[src/rtl/rob_pkg.sv]
// shared types and constants of the retry outbox
package rob_pkg;

    localparam int unsigned FUNC_W    = 3;
    localparam int unsigned TAG_W     = 16;
    localparam int unsigned OUTC_W    = 2;
    localparam int unsigned PAY_W     = 64;
    localparam int unsigned ATT_W     = 16;
    localparam int unsigned TIME_W    = 32;
    localparam int unsigned STATUS_W  = 3;
    localparam int unsigned CAP_W     = 7;
    localparam int unsigned CFG_IDX_W = 2;
    localparam int unsigned CFG_DAT_W = 32;

    localparam logic [FUNC_W-1:0] FN_ENQ  = 3'd0;
    localparam logic [FUNC_W-1:0] FN_DUE  = 3'd1;
    localparam logic [FUNC_W-1:0] FN_MARK = 3'd2;
    localparam logic [FUNC_W-1:0] FN_ACK  = 3'd3;
    localparam logic [FUNC_W-1:0] FN_FIND = 3'd4;

    localparam logic [STATUS_W-1:0] ST_OK       = 3'd0;
    localparam logic [STATUS_W-1:0] ST_INVALID  = 3'd1;
    localparam logic [STATUS_W-1:0] ST_NONMONO  = 3'd2;
    localparam logic [STATUS_W-1:0] ST_DUP      = 3'd3;
    localparam logic [STATUS_W-1:0] ST_FULL     = 3'd4;
    localparam logic [STATUS_W-1:0] ST_NOTFOUND = 3'd5;

    localparam logic [OUTC_W-1:0] OUTC_BAD = 2'd3;

    localparam logic [CFG_IDX_W-1:0] REG_CAPACITY = 2'd0;
    localparam logic [CFG_IDX_W-1:0] REG_FIRST    = 2'd1;
    localparam logic [CFG_IDX_W-1:0] REG_MAX      = 2'd2;

    localparam logic [CAP_W-1:0]  DEF_CAPACITY = 7'd64;
    localparam logic [TIME_W-1:0] DEF_FIRST    = 32'd250;
    localparam logic [TIME_W-1:0] DEF_MAX      = 32'd5000;
    localparam logic [TIME_W-1:0] TIME_MAX     = 32'hFFFF_FFFF;
    localparam logic [ATT_W-1:0]  ATT_MAX      = 16'hFFFF;

    typedef struct packed {
        logic [FUNC_W-1:0] func;
        logic [TAG_W-1:0]  action_tag;
        logic [OUTC_W-1:0] outcome_code;
        logic              position_finite;
        logic [PAY_W-1:0]  entry_payload;
        logic [TIME_W-1:0] now_ms;
    } req_t;

    typedef struct packed {
        logic [STATUS_W-1:0] status;
        logic                hit;
        logic [TAG_W-1:0]    hit_tag;
        logic [OUTC_W-1:0]   hit_outcome;
        logic [PAY_W-1:0]    hit_payload;
        logic [ATT_W-1:0]    hit_attempts;
        logic [CAP_W-1:0]    occupancy;
    } rsp_t;

    // controller to datapath
    typedef struct packed {
        logic load;       // capture request
        logic scan_start; // reset scan index
        logic scan_step;  // read next slot
        logic bo_start;   // start backoff
        logic bo_step;    // one doubling step
        logic append;     // write new entry at tail
        logic update;     // write attempts and due time
        logic shift_step; // write last read entry one slot down
        logic shift_done; // drop tail
        logic set_time;   // record time
        logic finish;     // build result
    } cmd_t;

    // datapath to controller
    typedef struct packed {
        logic scan_end;   // index reached fill count
        logic scan_rd;    // read data valid for index
        logic tag_match;
        logic due_match;
        logic bo_done;
        logic req_bad;
        logic time_bad;
        logic full;
        logic hit_late;   // found entry not yet due
    } sts_t;

endpackage

[src/rtl/rob_ctrl.sv]
// retry outbox controller state machine
module rob_ctrl (
    input  logic                         clk,
    input  logic                         rst_n,
    input  logic                         in_valid,
    output logic                         in_ready,
    output logic                         out_valid,
    input  logic                         out_ready,
    input  logic [rob_pkg::FUNC_W-1:0]   func,
    input  rob_pkg::sts_t                sts,
    output rob_pkg::cmd_t                cmd,
    output logic [rob_pkg::STATUS_W-1:0] res_status,
    output logic                         res_hit
);

    localparam logic [3:0] S_IDLE  = 4'd0;
    localparam logic [3:0] S_CHECK = 4'd1;
    localparam logic [3:0] S_SCAN  = 4'd2;
    localparam logic [3:0] S_WAIT  = 4'd3;
    localparam logic [3:0] S_EVAL  = 4'd4;
    localparam logic [3:0] S_BO    = 4'd5;
    localparam logic [3:0] S_UPD   = 4'd6;
    localparam logic [3:0] S_SHIFT = 4'd7;
    localparam logic [3:0] S_FIN   = 4'd8;
    localparam logic [3:0] S_OUT   = 4'd9;
    localparam logic [3:0] S_SHWR  = 4'd10;

    logic [3:0] state_reg, state_next;
    logic [rob_pkg::FUNC_W-1:0] func_reg, func_next;
    logic [rob_pkg::STATUS_W-1:0] status_reg, status_next;
    logic hit_reg, hit_next;

    assign in_ready   = (state_reg == S_IDLE);
    assign out_valid  = (state_reg == S_OUT);
    assign res_status = status_reg;
    assign res_hit    = hit_reg;

    always_comb
    begin
        state_next  = state_reg;
        func_next   = func_reg;
        status_next = status_reg;
        hit_next    = hit_reg;
        cmd         = '0;
        unique case (state_reg)
            S_IDLE:
            begin
                if (in_valid)
                begin
                    cmd.load   = 1'b1;
                    func_next  = func;
                    hit_next   = 1'b0;
                    state_next = S_CHECK;
                end
            end
            S_CHECK:
            begin
                cmd.scan_start = 1'b1;
                state_next     = S_SCAN;
                case (func_reg) inside
                    rob_pkg::FN_ENQ, rob_pkg::FN_MARK:
                    begin
                        if (sts.req_bad)
                        begin
                            status_next = rob_pkg::ST_INVALID;
                            state_next  = S_FIN;
                        end
                        else if (sts.time_bad)
                        begin
                            status_next = rob_pkg::ST_NONMONO;
                            state_next  = S_FIN;
                        end
                        else
                            cmd.set_time = 1'b1;
                    end
                    rob_pkg::FN_DUE, rob_pkg::FN_ACK, rob_pkg::FN_FIND: ;
                    default:
                    begin
                        status_next = rob_pkg::ST_INVALID;
                        state_next  = S_FIN;
                    end
                endcase
            end
            S_SCAN:
            begin
                if (sts.scan_end)
                begin
                    state_next = S_FIN;
                    case (func_reg)
                        rob_pkg::FN_ENQ:
                        begin
                            if (sts.full)
                                status_next = rob_pkg::ST_FULL;
                            else
                            begin
                                status_next = rob_pkg::ST_OK;
                                cmd.append  = 1'b1;
                            end
                        end
                        rob_pkg::FN_MARK: status_next = rob_pkg::ST_INVALID;
                        default:          status_next = rob_pkg::ST_NOTFOUND;
                    endcase
                end
                else
                begin
                    cmd.scan_step = 1'b1;
                    state_next    = S_WAIT;
                end
            end
            S_WAIT:
            begin
                if (sts.scan_rd)
                    state_next = S_EVAL;
            end
            S_EVAL:
            begin
                state_next = S_SCAN;
                if (func_reg == rob_pkg::FN_DUE)
                begin
                    if (sts.due_match)
                    begin
                        status_next = rob_pkg::ST_OK;
                        hit_next    = 1'b1;
                        state_next  = S_FIN;
                    end
                end
                else if (sts.tag_match)
                begin
                    state_next = S_FIN;
                    case (func_reg)
                        rob_pkg::FN_ENQ:  status_next = rob_pkg::ST_DUP;
                        rob_pkg::FN_FIND:
                        begin
                            status_next = rob_pkg::ST_OK;
                            hit_next    = 1'b1;
                        end
                        rob_pkg::FN_MARK:
                        begin
                            if (sts.hit_late)
                                status_next = rob_pkg::ST_INVALID;
                            else
                            begin
                                status_next  = rob_pkg::ST_OK;
                                cmd.bo_start = 1'b1;
                                state_next   = S_BO;
                            end
                        end
                        default:
                        begin
                            status_next = rob_pkg::ST_OK;
                            state_next  = S_SHIFT;
                        end
                    endcase
                end
            end
            S_BO:
            begin
                if (sts.bo_done)
                    state_next = S_UPD;
                else
                    cmd.bo_step = 1'b1;
            end
            S_UPD:
            begin
                cmd.update = 1'b1;
                state_next = S_FIN;
            end
            S_SHIFT:
            begin
                // index is one past the match: read each later entry, then write it down
                if (sts.scan_end)
                begin
                    cmd.shift_done = 1'b1;
                    state_next     = S_FIN;
                end
                else
                begin
                    cmd.scan_step = 1'b1;
                    state_next    = S_SHWR;
                end
            end
            S_SHWR:
            begin
                cmd.shift_step = 1'b1;
                state_next     = S_SHIFT;
            end
            S_FIN:
            begin
                cmd.finish = 1'b1;
                state_next = S_OUT;
            end
            S_OUT:
            begin
                if (out_ready)
                    state_next = S_IDLE;
            end
            default:
                state_next = S_IDLE;
        endcase
    end

    always_ff @(posedge clk or negedge rst_n)
    begin
        if (!rst_n)
        begin
            state_reg  <= S_IDLE;
            func_reg   <= '0;
            status_reg <= '0;
            hit_reg    <= 1'b0;
        end
        else
        begin
            state_reg  <= state_next;
            func_reg   <= func_next;
            status_reg <= status_next;
            hit_reg    <= hit_next;
        end
    end

    a_result_held: assert property (@(posedge clk) disable iff (!rst_n)
        (state_reg == S_OUT && !out_ready) |=> (state_reg == S_OUT))
        else $error("result dropped while stalled");
    a_no_take_busy: assert property (@(posedge clk) disable iff (!rst_n)
        (state_reg != S_IDLE) |-> !in_ready)
        else $error("request taken while busy");
    a_fin_then_out: assert property (@(posedge clk) disable iff (!rst_n)
        (state_reg == S_FIN) |=> (state_reg == S_OUT))
        else $error("result not presented after finish");
    a_hit_ok: assert property (@(posedge clk) disable iff (!rst_n)
        (state_reg == S_OUT && hit_reg) |-> (status_reg == rob_pkg::ST_OK))
        else $error("hit without ok status");

endmodule

[config.mk]
export PLATFORM = sky130hd
export DESIGN_NAME = rob_ctrl
export DESIGN_NICKNAME = d
export VERILOG_FILES = /design/src/rtl/rob_pkg.sv /design/src/rtl/rob_ctrl.sv
export SDC_FILE = /design/constraint.sdc
export NUM_CORES = 1
export LEC_CHECK = 0
export ABC_AREA = 1
export BUFFER_PORTS_ARGS = -buffer_cell sky130_fd_sc_hd__buf_2
export CAP_MARGIN = 20
export CORE_AREA = 3 3 51 53
export DETAILED_ROUTE_END_ITERATION = 10
export DIE_AREA = 0 0 54 56
export GPL_TIMING_DRIVEN = 1
export PLACE_DENSITY_LB_ADDON = 0.1
export SLEW_MARGIN = 20
export SYNTH_ARGS = -nofsm -noshare
export SYNTH_HDL_FRONTEND = slang
export SYNTH_SLANG_ARGS = --single-unit
[constraint.sdc]
create_clock -name clk -period 1.6 [get_ports clk]
set_input_delay 0.16 -clock clk [delete_from_list [all_inputs] [get_ports clk]]
set_output_delay 0.16 -clock clk [all_outputs]
set_load 0.005 [all_outputs]
## Yosys cells after proc, flatten, opt, wreduce, memory -nomap -nowiden

Index checks and enable logic that the tools add are counted.

| word-level totals | value |
|---|---|
| register bits | 11 |
| logic and storage cells | 100 |

| operators by class | value |
|---|---|
| equality and inequality tests | 24 |
| mux-type cells | 60 |
| reduce and logical (&&, ||, !) cells | 12 |

Operators with widths:

| kind | number |
|---|---|
| $mux W4 | 13 |
| $pmux W4 S11 | 1 |
| $mux W1 | 31 |
| $mux W3 | 9 |
| $eq A4 B3 Y1 const B | 4 |
| $eq A4 B4 Y1 const B | 3 |
| $ne A3 B3 Y1 const B | 4 |
| $pmux W3 S2 | 2 |
| $pmux W3 S3 | 1 |
| $eq A4 B2 Y1 const B | 2 |
| $ne A2 B2 Y1 const B | 4 |
| $pmux W4 S2 | 1 |
| $eq A3 B2 Y1 const B | 2 |
| $reduce_and A6 Y1 | 1 |
| $reduce_or A2 Y1 | 3 |
| $reduce_and A5 Y1 | 1 |
| $eq A4 B1 Y1 const B | 1 |
| $logic_not A4 Y1 | 1 |
| $ne A4 B4 Y1 const B | 1 |
| $reduce_and A4 Y1 | 1 |
| $eq A3 B1 Y1 const B | 1 |
| $eq A3 B3 Y1 const B | 1 |
| $logic_not A3 Y1 | 1 |
| $reduce_bool A3 Y1 | 1 |
| other kinds (6) | 6 |

## Depth between registers and ports, before layout

Gate-level depths: netlist (run 1).

| depth | value |
|---|---|
| word-level depth | 6 |
| depth in mapped cells | 9 |
| depth with buffers taken out | 9 |

## Worst setup path after synthesis (run 1)

No wires, ideal clock.

| path | value |
|---|---|
| path kind | reg2reg |
| start | reg state_reg[1] |
| end | reg status_reg, in the netlist res_status[0] |
| library setup time | 116 ps |
| arrival time | 1148 ps |
| required time | 1484 ps |
| path slack | 336 ps |
| cell stages (with the launch flop) | 9 |
| path buffers | 0 |
| period minus slack after synthesis | 1264 ps |
| cell sequence | dfrtp_1 -> inv_2 -> nand2_1 -> nor2_1 -> nand3_1 -> nand2_2 -> nand3_2 -> nand2_1 -> nand2_1 |

| between the ends | value |
|---|---|
| cells in the longest elaborated chain, start to end | 3 |

RTL lines:

| what | RTL line | text |
|---|---|---|
| start: declaration | rob_ctrl.sv:28 | `logic [3:0] state_reg, state_next;` |
| start signal: assignment | rob_ctrl.sv:213 | `state_reg <= state_next;` |
| $eq A4 B1 Y1, or another cell as far along | rob_ctrl.sv:45 | `unique case (state_reg)` |
| $ne A4 B4 Y1 (no source line), or another cell as far along | n/a |  |
| $reduce_and A6 Y1 (no source line) | n/a |  |
| end signal: assignment | rob_ctrl.sv:215 | `status_reg <= status_next;` |
| end: declaration | rob_ctrl.sv:30 | `logic [rob_pkg::STATUS_W-1:0] status_reg, status_next;` |

Parallel ways exist; a longest one is shown, timed or not.
A chain may end at the register's enable or synchronous reset.

==> run metrics, run 1 <==
initial antenna violation count 0; Sequential Power Share 22.8%; Residual DRC 0; Max Root-Sink Buffers 2; GP Congestion 0.883; Worst Path Required about 1.4 ns; post-synthesis mux area share 0%; Data arrival, critical path between 1 and 1.5 ns; Critical Path Max Stage Delay 0.44 ns; global-route wire length before repair a little under 5000 µm; Power per Cell Area 1810 mW/mm²; share of layout cells above drive strength 1 about two fifths; DRT Wirelength around 2900 µm; switch share 50.6%; Cell Count, Final, Fillers Out 240; Synth Area in Adders 0%; latest clock arrival within the worst-skew pair 0.27 ns; largest cells by area after synthesis dfrtp_1 28%, nand2_1 20%, nor2_1 10%; Final Cycle Share between 90% and 100%; Tmin final between 1.5 and 2 ns; status completed; internal power approximately 1.2 mW; final hold viol count 0; port bufs 32; Worst Slack Setup Final about 0.064 ns; endpoint class of the critical path output port; DP HPWL ~2100 µm; Syn Nets around 180; num ports 33; # rows 17; core area approximately 0.0022 mm²; crit-path max FO 5; DR WL/cell between 10 and 15 µm; vias per cell roughly 5.0; clock share of power 8.2%; initial core utilization 44.1%; vias in the first global route 1162; combinational family with the most area after synthesis simple AND/OR/NAND/NOR gates; ANT cells 0; pre-CTS setup slack roughly 0.15 ns; max reg flops 4; RSZ-0062 raised after global routing true; Final Slew Violations 0; fin nets between 200 and 250; CTS Sinks 11; Setup-failing EPs final 0; syn avg cell area around 6.0 µm²; post-synthesis async set-or-reset flop share 100%; most area-hungry cell type in the Yosys netlist dfrtp_1; dpl cells 223; total track usage 21.3%; Max Clock Skew ~0.0012 ns; drt pass-1 iters 4; Post-Synth XOR/XNOR Area 0%; largest net degree at the start of global routing 12; total of max-cap violations 0; combinational share of power between 60% and 70%; setup_tns 0 ns; 1st-iter DRT viols 43; Leak Pwr 0.762 nW; CP max stage cell dfrtp_2; Post-Synth Simple-Gate Area a little under three fifths; clock tree root buffer cell clkbuf_4; register bit total from synthesis 11; grt ovf 0; HP Class input port to flip-flop; P_sw roughly 1.2 mW; share of the synthesized area in the top cell type around 28%; utilization after layout between 60 and 70%; Mapped Cells 162; Worst-path clk slew around 0.07 ns; Die Width ~54 µm; CTS Buf Count 3; WS Path Type flip-flop to output port; TritonCTS clock tree done; DIE AREA 0.00302 mm²; Post-synth EDFFs 0; Worst VDD drop between 0.9 and 1 mV; relative slew slack between 80% and 90%; Synth Area in Compound Gates approximately 7.3%; Worst Tran Pin Value ~0.28 ns; Seq/Total Area, Yosys 28.5%; Area growth syn-to-layout 39.6%; Post-Syn Area 966 µm²; Netlist cell types 20; yosys warns 0; CP bufs+invs 2; antenna-violating nets left 0; CP startpoint kind flip-flop; ys flop type dfrtp_1; maximum clock frequency 0.651 GHz; vias post-DR between 1000 and 1500; Die Ht approximately 56 µm; critical path's top delay family flip-flops; CTS H-Tree Depth 1; CP cell instances inv_2 > nand2_4 > nor2_4 > nand2_2 > nor3_2 > buf_2
## kinds of logic (layout without fill, tap and decap cells)
| family | after synthesis | count (layout) |
|---|---|---|
| AOI/OAI and AO/OA | 14 | 14 |
| buffers and inverters | 21 | 71 |
| and+or+nand+nor | 116 | 116 |
| DFF | 11 | 11 |
## power by group through the flow
stage	Clock, mW	Sequential, mW	Combinational, mW
after global placement	0	0.563	1.34
final	0.200	0.559	1.69
after floorplan	0	0.522	0.998
after detailed placement	0	0.571	1.35
after CTS	0.202	0.551	1.51
after global routing	0.218	0.577	1.90
## worst register-to-register path, cell delays in order, from the launching register on
cell and delay, ns:
dfrtp_2 0.44, buf_4 0.15, nor2_1 0.09, nand2_1 0.16, nand2_1 0.13, inv_1 0.06
nand2_2 0.10, nand3_2 0.10, nand2_1 0.08, nand2_1 0.05
## metrics by stage
| stage | power, mW | hold slack, ns | instance area [µm²] |
|---|---|---|---|
| after floorplan | 1.52 | -0.136 | 966 |
| after global placement | 1.91 | 0.0516 | 1170 |
| after detailed placement | 1.92 | 0.0543 | 1170 |
| after CTS | 2.26 | 0.0884 | 1270 |
| after global routing | 2.69 | 0.113 | 1350 |
| final | 2.45 | 0.0885 | 1350 |
## layout by cell type, fill, tap and decap left out, types with 2 or more instances in the layout
cell / n
o21ai_0: 6
nand2_1: 48
nand2_4: 2
nand3_1: 15
nor2_1: 23
inv_2: 5
buf_2: 32
inv_1: 14
buf_4: 14
nand4_1: 4
clkbuf_4: 3
nor3_2: 2
dfrtp_1: 8
o21ai_1: 2
nor2_2: 5
nand3_2: 2
nor2_4: 4
dfrtp_2: 3
a21oi_1: 6
nand2_2: 7
## final cells by class
| type | count | area, µm² |
|---|---|---|
| clock buffer | 4 | 26.3 |
| fill | 227 | 842 |
| inverter | 20 | 77.6 |
| multi-input combinational | 130 | 656 |
| sequential | 11 | 279 |
| tap | 28 | 35.0 |
| timing repair buffer | 47 | 275 |
## what timing repair did
action / CTS / global route
endpoints found under the setup margin: 4 / 9
pin swaps: 3 / 2
endpoints found under the hold margin: 11 / 0
buffers inserted: 6 / 6
gates resized for setup: 5 / 16
hold buffers: 1 / 0
## synthesized netlist by cell type, types with 3 or more instances
master,number
a21oi_1,6
dfrtp_1,11
inv_1,18
nand2_1,52
nand2_2,5
nand3_1,15
nand4_1,4
nor2_1,27
nor2_4,3
o21ai_0,6
## layer usage
layer  wire [µm]  vias up  track usage [%]
li1            -      614                -
met1        1260      534             29.2
met2        1380       54             32.7
met3         193        5             3.49
met4          47        0             7.83
met5           0        -                0
## path summary, 6_finish.rpt
check                                     startpoint                        end  slack [ns]  cells past startpoint
setup reg to reg            state_reg[1]$_DFFE_PN0P_  res_status[0]$_DFFE_PN0P_        0.14                      9
hold / removal                               func[2]    func_reg[2]$_DFFE_PN0P_        0.09                      3
max in group asynchronous                      rst_n   state_reg[3]$_DFFE_PN0P_        1.07                      2
setup / recovery            state_reg[1]$_DFFE_PN0P_                     cmd[7]        0.06                      6
min in group asynchronous                      rst_n  res_status[1]$_DFFE_PN0P_        0.29                      2
hold reg to reg            res_status[1]$_DFFE_PN0P_  res_status[1]$_DFFE_PN0P_        0.48                      2
(Power assumes the default switching activity.)
==> run 2: changes to the inputs <==
==> constraint.sdc (replaced) <==
create_clock -name clk -period 1.5 [get_ports clk]
set_input_delay 0.15 -clock clk [delete_from_list [all_inputs] [get_ports clk]]
set_output_delay 0.15 -clock clk [all_outputs]
set_load 0.005 [all_outputs]
==> run metrics, run 2 (same netlist as run 1, synthesis figures left out) <==
Area growth syn-to-layout 50.8%; Residual DRC 0; total of max-cap violations 0; Final Slew Violations 0; fin nets between 200 and 250; max reg flops 4; final hold viol count 0; initial antenna violation count 0; DRT Wirelength a little over 3000 µm; GP Congestion 0.910; endpoint class of the critical path output port; # rows 17; latest clock arrival within the worst-skew pair 0.28 ns; grt ovf 0; CTS H-Tree Depth 1; Worst Tran Pin Value roughly 0.33 ns; total track usage between 20 and 25%; global-route wire length before repair between 4000 and 5000 µm; 1st-iter DRT viols 29; DR WL/cell between 10 and 15 µm; DP HPWL 2200 µm; maximum clock frequency roughly 0.67 GHz; Worst VDD drop ~1.2 mV; Final Cycle Share roughly 100%; port bufs 32; num ports 33; Max Clock Skew a little over 0.0008 ns; ANT cells 0; Die Ht approximately 56 µm; Die Width approximately 54 µm; Post-DP Area between 0.001 and 0.0015 mm²; Fin Hold WS roughly 0.07 ns; CP startpoint kind flip-flop; Power per Cell Area approximately 2000 mW/mm²; commonest non-fill, non-tap cell in the layout nand2_1; core area approximately 0.0022 mm²; HP Class input port to flip-flop; Setup-failing EPs final 0; vias post-DR 1287; WS Path Type flip-flop to output port; Tmin final 1.50 ns; Max Root-Sink Buffers 2; drt pass-1 iters 5; CTS Buf Count 3; antenna-violating nets left 0; Leak Pwr 0.815 nW; Worst-path clk slew about 0.080 ns; Data arrival, critical path 1.35 ns; clock tree root buffer cell clkbuf_4; vias in the first global route ~1200; vias per cell between 5 and 6; fin area about 0.0015 mm²; initial core utilization 44.1%; relative slew slack 77.8%; Worst Path Required 1.35 ns; largest net degree at the start of global routing 12; DIE AREA ~0.0030 mm²; TritonCTS clock tree done; status completed; WHS Path Cells 3; CTS Sinks 11; share of layout cells above drive strength 1 45.0%; Worst Reg-to-Reg Cells 10; RSZ-0062 raised after global routing true; crit-path max FO 3; most frequent cells in the layout 43 x nand2_1, 32 x buf_2, 21 x buf_4, 20 x nor2_1
run 2: cell type report:
cell class	instances	area, µm²
inverter	20	80.1
fill	194	734
sequential	11	282
timing repair buffer	55	348
tap	28	35.0
clock buffer	4	26.3
multi-input combinational	130	686
run 2: per-layer routing:
| layer | vias up | part of all wire [%] | track usage (%) |
|---|---|---|---|
| li1 | 633 | - | - |
| met1 | 589 | 43 | 28.1 |
| met2 | 50 | 48 | 34.8 |
| met3 | 15 | 6.7 | 4.29 |
| met4 | 0 | 2.7 | 8.54 |
| met5 | - | 0 | 0 |
run 2: power by group:
| group | switching, mW | leakage, nW | total [mW] | internal, mW |
|---|---|---|---|---|
| combinational | 1.19 | 0.668 | 2.09 | 0.900 |
| clock | 0.120 | 0.0150 | 0.223 | 0.103 |
| sequential | 0.139 | 0.132 | 0.595 | 0.456 |
| total | 1.45 | 0.815 | 2.91 | 1.46 |
run 2: critical path, cell delays in order, from the launching register on:
cell	delay (ns)
dfrtp_2	0.42
inv_2	0.09
nand2_1	0.11
nor2_1	0.20
buf_4	0.15
buf_2	0.10
run 2: per-stage QoR:
step / instances / setup WS, ns / power [mW] / TNS, ns / utilization, %
4_1_cts: 240 / -0.00939 / 2.61 / -0.0131 / 61.1
5_1_grt: 248 / -0.0604 / 3.16 / -0.389 / 66.5
3_3_place_gp: 223 / 0.0798 / 2.04 / 0 / 53.5
3_5_place_dp: 223 / 0.0618 / 2.06 / 0 / 53.5
2_1_floorplan: 162 / 0.236 / 1.62 / 0 / -
6_report: 248 / 0.00263 / 2.91 / 0 / 66.5
run 2: timing repair:
item	in CTS	in global routing
setup buffers	12	8
endpoints found under the setup margin	7	12
hold buffers	1	0
resized for setup	17	16
pin swaps	5	5
endpoints found under the hold margin	11	0
run 2: final timing paths:
| path | to | from | slack, ns |
|---|---|---|---|
| max in group asynchronous | state_reg[1]$_DFFE_PN0P_ | rst_n | 0.98 |
| min in group asynchronous | res_status[2]$_DFFE_PN0P_ | rst_n | 0.28 |
| worst min register to register | res_status[0]$_DFFE_PN0P_ | res_status[0]$_DFFE_PN0P_ | 0.47 |
| worst max-delay path | cmd[9] | state_reg[1]$_DFFE_PN0P_ | 0.003 |
| worst min-delay path | func_reg[0]$_DFFE_PN0P_ | func[0] | 0.07 |
| worst max register to register | res_status[1]$_DFFE_PN0P_ | state_reg[0]$_DFFE_PN0P_ | 0.06 |
